### src/rtl/tbhs_pkg.sv
// Shared types and constants for the serial byte engine.
`timescale 1ns / 1ps
package tbhs_pkg;

  // Operation codes; command values on the mode field map onto these one to one.
  typedef enum logic [1:0] {
    OP_IDLE       = 2'd0,
    OP_WRITE_HS   = 2'd1,
    OP_WRITE_NOHS = 2'd2,
    OP_READ       = 2'd3
  } op_e;

  localparam logic [7:0] TOP_BIT = 8'h80;

  typedef struct packed {
    op_e        operation;
    logic [3:0] half_step;
    logic [7:0] shifter;
    logic       atn_level;
    logic       data_level;
    logic       tail_wait;
  } eng_state_t;

  typedef struct packed {
    logic       atn_drive;
    logic       data_drive;
    logic [7:0] rx_byte;
    logic       done_res;
    logic       busy_res;
    logic       rejected;
  } eng_result_t;

endpackage

### src/rtl/tbhs_step.sv
// Next-state and result logic for one tick of the serial byte engine.
`timescale 1ns / 1ps
module tbhs_step #(
  parameter int BIT_PAIRS = 4
) (
  input  tbhs_pkg::eng_state_t  state_i,
  input  logic [1:0]            mode_i,
  input  logic [7:0]            tx_byte_i,
  input  logic                  clock_line_i,
  input  logic                  data_line_i,
  output tbhs_pkg::eng_state_t  state_o,
  output tbhs_pkg::eng_result_t result_o
);
  import tbhs_pkg::*;

  localparam logic [3:0] LastEven = 4'(2 * BIT_PAIRS - 2);
  localparam logic [3:0] LastOdd  = 4'(2 * BIT_PAIRS - 1);

  always_comb begin
    eng_state_t s;
    logic       done;
    logic       rej;
    logic [7:0] rx;
    s    = state_i;
    done = 1'b0;
    rej  = 1'b0;
    rx   = 8'd0;

    if (state_i.operation == OP_IDLE) begin
      if (op_e'(mode_i) != OP_IDLE) begin
        s.operation = op_e'(mode_i);
        s.half_step = 4'd0;
        s.tail_wait = 1'b0;
        if (op_e'(mode_i) == OP_READ) begin
          s.shifter = 8'd0;
        end else begin
          s.data_level = tx_byte_i[0];
          s.shifter    = {1'b0, tx_byte_i[7:1]};
          s.atn_level  = 1'b0;
        end
      end
    end else begin
      rej = (op_e'(mode_i) != OP_IDLE);
      if (state_i.operation == OP_READ) begin
        if (!state_i.half_step[0]) begin
          if (!clock_line_i) begin
            s.shifter   = (state_i.shifter >> 1) | (data_line_i ? TOP_BIT : 8'd0);
            s.atn_level = 1'b0;
            s.half_step = state_i.half_step + 4'd1;
          end
        end else if (clock_line_i) begin
          s.shifter   = (state_i.shifter >> 1) | (data_line_i ? TOP_BIT : 8'd0);
          s.atn_level = 1'b1;
          if (state_i.half_step >= LastOdd) begin
            done        = 1'b1;
            rx          = s.shifter;
            s.operation = OP_IDLE;
            s.half_step = 4'd0;
          end else begin
            s.half_step = state_i.half_step + 4'd1;
          end
        end
      end else if (state_i.tail_wait) begin
        if (clock_line_i) begin
          s.data_level = 1'b0;
          s.tail_wait  = 1'b0;
          done         = 1'b1;
          s.operation  = OP_IDLE;
          s.half_step  = 4'd0;
        end
      end else if (!state_i.half_step[0]) begin
        if (!clock_line_i) begin
          s.data_level = state_i.shifter[0];
          s.shifter    = state_i.shifter >> 1;
          s.atn_level  = 1'b1;
          if (state_i.half_step >= LastEven) begin
            s.half_step = 4'd0;
            if (state_i.operation == OP_WRITE_NOHS) begin
              done        = 1'b1;
              s.operation = OP_IDLE;
            end else begin
              s.tail_wait = 1'b1;
            end
          end else begin
            s.half_step = state_i.half_step + 4'd1;
          end
        end
      end else if (clock_line_i) begin
        s.data_level = state_i.shifter[0];
        s.shifter    = state_i.shifter >> 1;
        s.atn_level  = 1'b0;
        s.half_step  = state_i.half_step + 4'd1;
      end
    end

    state_o             = s;
    result_o.atn_drive  = s.atn_level;
    result_o.data_drive = s.data_level;
    result_o.rx_byte    = rx;
    result_o.done_res   = done;
    result_o.busy_res   = (s.operation != OP_IDLE);
    result_o.rejected   = rej;
  end

endmodule

### src/rtl/two_bit_handshake_serial_byte_engine_top.sv
// Top level of the host-side serial byte engine (attention, clock, data lines).
`timescale 1ns / 1ps
// Each input item is one tick: the sampled clock and data line levels plus an
// optional command (mode 0 none, 1 handshaked write, 2 plain write, 3 read).
// Every item yields exactly one result item carrying the attention and data
// drives after the tick, done, busy, a rejected flag for a command that came
// while busy, and the received byte (non-zero only in the tick that finishes
// a read). Bytes move least significant bit first over BIT_PAIRS bit pairs.
// An item is taken every clock cycle unless a pending result is stalled:
// the engine state and the result are computed in one pass of combinational
// logic from the state register and the item, and land in the state register
// and the output register at the same edge. The output register frees itself
// when it is taken, so in_ready_o follows out_ready_i whenever a result is
// pending. Handshake waits never time out.
module two_bit_handshake_serial_byte_engine_top #(
  parameter int BIT_PAIRS = 4
) (
  input  logic       clk_i,
  input  logic       rst_ni,
  input  logic       in_valid_i,
  output logic       in_ready_o,
  input  logic [1:0] mode_i,
  input  logic [7:0] tx_byte_i,
  input  logic       clock_line_i,
  input  logic       data_line_i,
  output logic       out_valid_o,
  input  logic       out_ready_i,
  output logic       atn_drive_o,
  output logic       data_drive_o,
  output logic [7:0] rx_byte_o,
  output logic       done_res_o,
  output logic       busy_res_o,
  output logic       rejected_o
);
  import tbhs_pkg::*;

  eng_state_t  state_q, state_d;
  eng_result_t res_q, res_d;
  logic        out_valid_q;
  logic        in_fire;

  // Output slot is free when empty or being emptied this cycle.
  assign in_ready_o = !out_valid_q || out_ready_i;
  assign in_fire    = in_valid_i && in_ready_o;

  tbhs_step #(
    .BIT_PAIRS(BIT_PAIRS)
  ) u_step (
    .state_i     (state_q),
    .mode_i      (mode_i),
    .tx_byte_i   (tx_byte_i),
    .clock_line_i(clock_line_i),
    .data_line_i (data_line_i),
    .state_o     (state_d),
    .result_o    (res_d)
  );

  // Engine state: idle, attention asserted, data released after reset.
  always_ff @(posedge clk_i or negedge rst_ni) begin
    if (!rst_ni) begin
      state_q.operation  <= OP_IDLE;
      state_q.half_step  <= 4'd0;
      state_q.shifter    <= 8'd0;
      state_q.atn_level  <= 1'b1;
      state_q.data_level <= 1'b0;
      state_q.tail_wait  <= 1'b0;
    end else if (in_fire) begin
      state_q <= state_d;
    end
  end

  always_ff @(posedge clk_i or negedge rst_ni) begin
    if (!rst_ni) begin
      out_valid_q <= 1'b0;
    end else if (in_fire) begin
      out_valid_q <= 1'b1;
    end else if (out_ready_i) begin
      out_valid_q <= 1'b0;
    end
  end

  // Result payload, no reset needed.
  always_ff @(posedge clk_i) begin
    if (in_fire) begin
      res_q <= res_d;
    end
  end

  assign out_valid_o  = out_valid_q;
  assign atn_drive_o  = res_q.atn_drive;
  assign data_drive_o = res_q.data_drive;
  assign rx_byte_o    = res_q.rx_byte;
  assign done_res_o   = res_q.done_res;
  assign busy_res_o   = res_q.busy_res;
  assign rejected_o   = res_q.rejected;

endmodule

### config.mk
export PLATFORM = sky130hd
export DESIGN_NAME = two_bit_handshake_serial_byte_engine_top
export DESIGN_NICKNAME = d
export VERILOG_FILES = /design/src/rtl/tbhs_pkg.sv /design/src/rtl/tbhs_step.sv /design/src/rtl/two_bit_handshake_serial_byte_engine_top.sv
export SDC_FILE = /design/constraint.sdc
export NUM_CORES = 1
export LEC_CHECK = 0
export BUFFER_PORTS_ARGS = -buffer_cell sky130_fd_sc_hd__buf_2
export CORE_MARGIN = 5
export CORE_UTILIZATION = 40
export DETAILED_ROUTE_END_ITERATION = 8
export SYNTH_ARGS = -nofsm -noshare
export SYNTH_HDL_FRONTEND = slang
export SYNTH_HIERARCHICAL = 1
export SYNTH_SLANG_ARGS = --single-unit
### constraint.sdc
create_clock -name clk_i -period 1.6 [get_ports clk_i]
set_input_delay 0.16 -clock clk_i [delete_from_list [all_inputs] [get_ports clk_i]]
set_output_delay 0.16 -clock clk_i [all_outputs]
set_load 0.02 [all_outputs]
### After elaboration in Yosys (flattened, before gate mapping)

Cells that the tools add are included.
W data, S select, Z words.

* output and inout port bits: 15
* register bits: 31
* word-level logic and storage cells: 86
* input port bits: 16

* bitwise logic cells: 5
* reductions and logical operators: 12
* equality and inequality tests: 12
* mux-type cells: 40
* add/sub/neg operators: 1
* order comparisons: 2

Operators by type and width (count)
* $mux W17: 3
* $mux W15: 2
* $mux W14: 2
* $mux W13: 2
* $mux W2: 9
* $mux W1: 15
* $mux W6: 2
* $ne A4 B3 Y1 const B: 3
* $mux W9: 1
* $ge A4 B3 Y1 const B: 2
* $mux W4: 2
* $mux W8: 1
* $or A7 B8 Y8: 1
* $mux W7: 1
* $reduce_and A7 Y1: 1
* $eq A2 B2 Y1 const B: 3
* $reduce_and A3 Y1: 2
* $reduce_and A6 Y1: 1
* $reduce_bool A2 Y1: 3
* $reduce_or A5 Y1: 1
* $add A4 B1 Y4 const B: 1
* $ne A4 B1 Y1 const B: 1
* $ne A4 B2 Y1 const B: 1
* $not A1 Y1: 4
* 8 further kinds: 8

### Logic depth before layout (Yosys ltp)

Gate-level depths: netlist of the first run.

* word-level depth: 9
* gate-level depth with buffers: 9
* depth with buffers taken out: 8

### By module

The synthesis of the first run kept the hierarchy.

Modules (own cells, without submodules)
* two_bit_handshake_serial_byte_engine_top: cells each 53, instances 1, area each 1113.6 um2
* tbhs_step: cells each 164, instances 1, area each 1082.3 um2

### Worst setup path after synthesis of the first run

Ideal clock, no wire load.

* path type: flip-flop to flip-flop
* start point: register state_q[11] (netlist bit)
* end point: register state_q[12] (netlist bit)
* clock period less this slack: 1754 ps
* data arrival time: 1630 ps
* data required time: 1475 ps
* setup slack: -154 ps
* stages on the path, launching flop included: 10
* path through: dfrtp_1 buf_4 inv_1 ha_1 nor2_1 a211oi_1 a311oi_1 a21oi_1 o21ai_1 mux2_2

RTL lines
* start: declaration: RTL line two_bit_handshake_serial_byte_engine_top.sv:37 `eng_state_t state_q, state_d;`
* start signal: assignment: RTL line two_bit_handshake_serial_byte_engine_top.sv:68 `state_q <= state_d;`

==> summary.txt, run 1 <==
Reg2Reg Depth - 7
VDD IR max - 0.806 mV
Final Hold Viols - 0
GR Util All Layers - 0.162
CTS tree - built
Initial antenna violation count - 0
R2R Setup Slk - -0.16 ns
Fin cells - 353
Distinct cells, synth - 56
Routed via count - 1867
Post-synth EDFFs - 13
CTS Root Buffer Type - clkbuf_8
Avg Inst Size Synth - 10.1 µm²
Worst hold start - in_valid_i
Commonest cells in the synthesized netlist - nand2_1 (24), dfrtp_1 (17), mux2i_1 (16)
First-pass GRT wire length - 9280 µm
Largest net degree at the start of global routing - 19
Fmax - 0.568 GHz
Sink Count - 31
CP max stage delay - 0.49 ns
Outcome - finished with violations
Reg clk slew, reported paths - 0.07 ns
Placeable Area - 0.00541 mm²
Area leader, netlist - dfrtp_1
Routability Congestion - 0.903
Slowest CP cell - dfrtp_2
WP buf/inv - 2
1st-iter DRT viols - 87
FF+latch count, synth - 31
# rows - 27
Antenna-violating nets left - 0
Ys async rst share - 0.581
Post-Syn Nets - 235
Combinational power share - 0.578
PwrDens - 1800 mW/mm²
Placed cells - 336
Clock Skew - 0.0126 ns
Final slew viol count - 0
Port Buf Inserts - 30
Initial core utilization - 0.406
Hold Crit Endpoint - out_valid_o
Final setup viols - 17
Sequential cell area fraction in the yosys report - 0.383
Worst hold path type - in -> reg
P_int - 3240 µW
Crit-path max FO - 8
Die X - 84.1 µm
Grt total ovfl - 0
Critical Path RT - 1.77 ns
Hold_ws - 0.119 ns
# DRC - 0
Fraction of layout cells with a size suffix above 1 - 0.512
Final worst path period share - 1.10
Most frequent cell after synthesis - nand2_1
Leakage - 0.00131 µW
Layout Nets - 298
Worst slew margin - 0.673
Share of power burned in registers - 0.270
CTS buffer count - 5
Setup_tns - -1.70 ns
Final HPWL DP - 3730 µm
Post-Syn Instances - 217
Synthesis-to-finish area growth - 36.6%
Clk pwr share - 0.152
Skew-Pair Late Insertion Delay - 0.29 ns
Antenna cells - 0
Sw power - 2150 µW
IO Pins - 31
Total power - 5400 µW
RSZ-0062 raised after global routing - true
Vias per std cell - 5.29
Vias in the first global route - 1875
Synth top area share - 0.194
Slew at the pin with the worst max-slew slack - 0.489 ns
CTS Buffer Depth - 2
Crit path launch type - flop
Area contributors post-synth - dfrtp_1 (19%), edfxtp_1 (18%), mux2i_1 (7.3%)
Routed wire length - 5680 µm
Synth Flop Type - dfrtp_1
Critical path class - reg -> reg
Fin crit period - 1.76 ns
CP delay by family, top - flip-flops
Critical R2R Capture - state_q[9]
Sw Share - 0.399
Worst setup margin - -0.159 ns
Avg WL per Cell - 16.1 µm
Yosys warns - 6
Hold Path Stages - 2
Worst-path cell chain - buf_6 -> xor2_4 -> a21oi_4 -> buf_12 -> mux2i_2 -> o21ai_2 -> mux2_4
WP data arrival - 1.93 ns
Failing checks - setup timing
Crit end category - flop
Worst R2R Start - state_q[11]
Die area - 0.00707 mm²
H-tree level count - 2
Post-Syn Area - 0.00220 mm²
First-pass DRT Iterations - 4
Layout Utilization - 0.555
MaxCap Viol Count - 0
Die height - 84.1 µm
## registers in the layout (all words and copies together), names as in the netlist
register and flops:
out_valid_o 1, state_q 17, busy_res_o 1, rx_byte_o 8
rejected_o 1, data_drive_o 1, atn_drive_o 1, done_res_o 1
## power groups by stage
stage               clock, µW  sequential [µW]  combinational (µW)
finish                    818             1460                3120
floorplan                   0             1320                1860
CTS                       840             1420                2750
detailed placement          0             1400                2480
global placement            0             1400                2460
global route              879             1500                3350
## repair_timing
| action | in CTS | in global routing |
|---|---|---|
| hold endpoints to repair | 17 | 0 |
| hold buffers | 1 | 0 |
| endpoints found under the setup margin | 26 | 27 |
| pin swaps | 5 | 8 |
| buffers inserted | 5 | 3 |
| gates resized for setup | 24 | 23 |
## layout make-up
cell class	instances	area [µm²]
multi-input cells	164	1400
repair buffers	74	531
well taps	72	90.1
flip-flops and latches	31	846
clock buffers	6	82.6
inverters	4	15.0
fillers	476	2410
clock inverters	2	35.0
## cell usage in the layout (no fill, tap or decap), types with 2 or more instances in the layout
master    synthesis  layout
buf_4             4      35
buf_2             8      30
nand2_1          24      24
dfrtp_1          17      14
mux2i_1          16      14
edfxtp_1         13      13
o21ai_1          12      13
mux2_4            9      11
o21ai_0          14      10
nor2_1           10       9
mux2_2            8       6
clkbuf_8          0       6
buf_6             5       6
and2_1            9       6
a21oi_1           9       5
o21ai_2           2       5
nand2b_1          4       4
a211oi_2          0       4
and2_4            1       4
a21oi_2           1       4
inv_1             4       3
dfrtp_2           0       3
nor3_4            1       3
and3_1            2       2
nand4_1           2       2
a21oi_4           1       2
a221o_1           2       2
mux2i_2           0       2
ha_4              0       2
buf_12            0       2
## per-stage QoR
step | cell area, µm² | worst slack [ns]
2_1_floorplan | 2210 | -0.0443
3_3_place_gp | 2590 | -0.145
3_5_place_dp | 2590 | -0.178
4_1_cts | 2860 | -0.0844
5_1_grt | 3000 | -0.206
6_report | 3000 | -0.159
## routing by layer
layer	up-vias	wire length (µm)	GRT usage
met4	0	113	0.0599
met3	12	287	0.0336
li1	906	-	-
met1	894	2490	0.209
met5	-	0	0
met2	55	2790	0.267
## worst max path at each step
stage	from	to	depth (start not counted)
after floorplan	state_q[11]	state_q[1]	9
after global placement	state_q[12]	busy_res_o	5
after detailed placement	state_q[11]	rx_byte_o[6]	5
after CTS	state_q[11]	state_q[12]	7
after global routing	state_q[11]	state_q[9]	7
final	state_q[11]	state_q[9]	7
## cell families (layout without fill, tap and decap cells)
logic type | Yosys count | count (layout) | synth area share
simple gates | 65 | 65 | 0.165
compound gates | 61 | 61 | 0.183
mux | 33 | 33 | 0.175
flops | 31 | 31 | 0.383
buf+inv | 22 | 86 | 0.0667
xor+xnor | 3 | 3 | 0.0154
fa+ha+maj | 2 | 2 | 0.0114
Note: power is estimated with default switching activity, not from simulation.
==> run 2, diff against run 1 <==
- clock period: 1.6 -> 1.8 ns (I/O delays scaled with it)
==> run 2 against run 1 <==
Effect of this change:
- the flow now finishes without violations
- global-route usage decreased by 1.4 points
- utilization decreased by 7.2 points
- die area unchanged
- clock-buffer cell count increased by 1
- register-to-register slack improved by 0.21 ns
- highest routed layer unchanged
==> summary.txt, run 2 (synthesized netlist as in run 1, its figures left out) <==
Final worst path period share - 0.971
Routed wire length - 5080 µm
Avg WL per Cell - 15.3 µm
IO Pins - 31
Outcome - finished, final reports clean
MaxCap Viol Count - 0
Combinational power share - 0.544
Largest Register - state_q
CTS Root Buffer Type - clkbuf_8
VDD IR max - 0.582 mV
Final HPWL DP - 3560 µm
First-pass GRT wire length - 8580 µm
Skew-Pair Late Insertion Delay - 0.29 ns
Initial antenna violation count - 0
Multi-input gate area - 0.00124 mm²
Initial core utilization - 0.406
CTS tree - built
Antenna cells - 0
Final slew viol count - 0
Die area - 0.00707 mm²
Worst hold start - in_valid_i
Fraction of layout cells with a size suffix above 1 - 0.381
Worst hold path type - in -> reg
Die X - 84.1 µm
Leakage - 0.00114 µW
Hold Crit Endpoint - out_valid_o
Sw Share - 0.408
First-pass DRT Iterations - 4
Sink Count - 31
Routability Congestion - 0.836
# DRC - 0
Placeable Area - 0.00541 mm²
Layout Nets - 277
Placed instance area - 0.00245 mm²
Fmax - 0.572 GHz
Port Buf Inserts - 30
Final setup viols - 0
Grt total ovfl - 0
Reg clk slew, reported paths - 0.07 ns
Vias in the first global route - 1733
Sw power - 1610 µW
Critical R2R Capture - state_q[8]
Sequential cell area - 845 µm²
Final Hold Viols - 0
Hold Path Stages - 2
FILL cells - 545
Final Instance Area - 0.00261 mm²
Fin crit period - 1.75 ns
Crit end category - flop
H-tree level count - 2
Antenna-violating nets left - 0
Share of power burned in registers - 0.318
Slew at the pin with the worst max-slew slack - 0.429 ns
Routed via count - 1752
GR Util All Layers - 0.148
Commonest cells after routing, fill and taps aside - buf_2 (30), nand2_1 (24), buf_4 (21)
Worst slew margin - 0.714
Reg2Reg Depth - 7
Setup_tns - 0 ns
1st-iter DRT viols - 82
P_int - 2340 µW
# rows - 27
Vias per std cell - 5.28
Die height - 84.1 µm
R2R Setup Slk - 0.05 ns
Worst R2R Start - state_q[11]
Clock Skew - 0.0120 ns
CTS buffer count - 5
Crit-path max FO - 8
WP data arrival - 1.92 ns
Largest net degree at the start of global routing - 19
Critical Path RT - 1.97 ns
Critical path class - reg -> reg
Crit path launch type - flop
PwrDens - 1510 mW/mm²
Synthesis-to-finish area growth - 19.0%
Most common cell after layout, fill and taps aside - buf_2
Max FFs per register - 17
Clk pwr share - 0.137
Hold_ws - 0.137 ns
CTS Buffer Depth - 2
run 2: cell count changes in the layout (fill, tap and decap cells not counted), moves of 4 or more:
cell,delta
buf_6,-6
buf_4,-14
a21oi_1,+4
a21oi_2,-4
run 2: area by class of cell:
class | count | share of cell area
multi-input cells | 164 | 0.476
flip-flops and latches | 31 | 0.323
repair buffers | 53 | 0.129
well taps | 72 | 0.0345
clock buffers | 7 | 0.0292
inverters | 4 | 0.00575
clock inverters | 1 | 0.00192
run 2: worst max-delay path by stage:
stage / startpoint / to / slack (ns) / cells after the start
finish: state_q[11] / state_q[8] / 0.05 / 7
global route: state_q[12] / state_q[13] / -0.003 / 7
CTS: state_q[11] / state_q[12] / 0.03 / 8
detailed placement: state_q[11] / state_q[9] / 0.01 / 6
global placement: state_q[11] / state_q[8] / 0.04 / 6
floorplan: state_q[11] / state_q[12] / 0.05 / 9
run 2: power groups by stage:
| stage | clock network (µW) | logic (µW) | registers, µW |
|---|---|---|---|
| after floorplan | 0 | 1620 | 1170 |
| after global placement | 0 | 1940 | 1240 |
| after detailed placement | 0 | 1970 | 1240 |
| after CTS | 561 | 2050 | 1230 |
| after global routing | 596 | 2360 | 1300 |
| final | 542 | 2150 | 1250 |
run 2: what timing repair did:
action / CTS / global route
resized for setup: 0 / 10
endpoints found under the hold margin: 17 / 0
pin swaps: 0 / 2
hold buffers: 1 / 0
setup buffers: 1 / 1
setup endpoints to repair: 8 / 5
run 2: layer usage:
metal | global-route usage | vias up | share of wire
met1 | 0.204 | 847 | 0.47
met3 | 0.0257 | 6 | 0.040
met4 | 0.0482 | 0 | 0.013
met2 | 0.235 | 34 | 0.47
met5 | 0 | - | 0
li1 | - | 865 | -
run 2: worst max-delay path, stage by stage (launching register included):
cell and delay [ns]:
dfrtp_2 0.45, buf_4 0.18, xor2_2 0.16, a21oi_4 0.14, buf_12 0.15, mux2i_1 0.22, o21ai_2 0.07, mux2_4 0.26
run 2: through the flow:
| step | std cells | setup WS [ns] | total power (µW) | utilization |
|---|---|---|---|---|
| final | 332 | 0.0522 | 3940 | 0.483 |
| after global routing | 332 | -0.00273 | 4250 | 0.483 |
| after CTS | 331 | 0.0267 | 3840 | 0.475 |
| after detailed placement | 321 | 0.0126 | 3210 | 0.454 |
| after global placement | 321 | 0.0408 | 3180 | 0.454 |
| after floorplan | 217 | 0.0456 | 2790 | - |
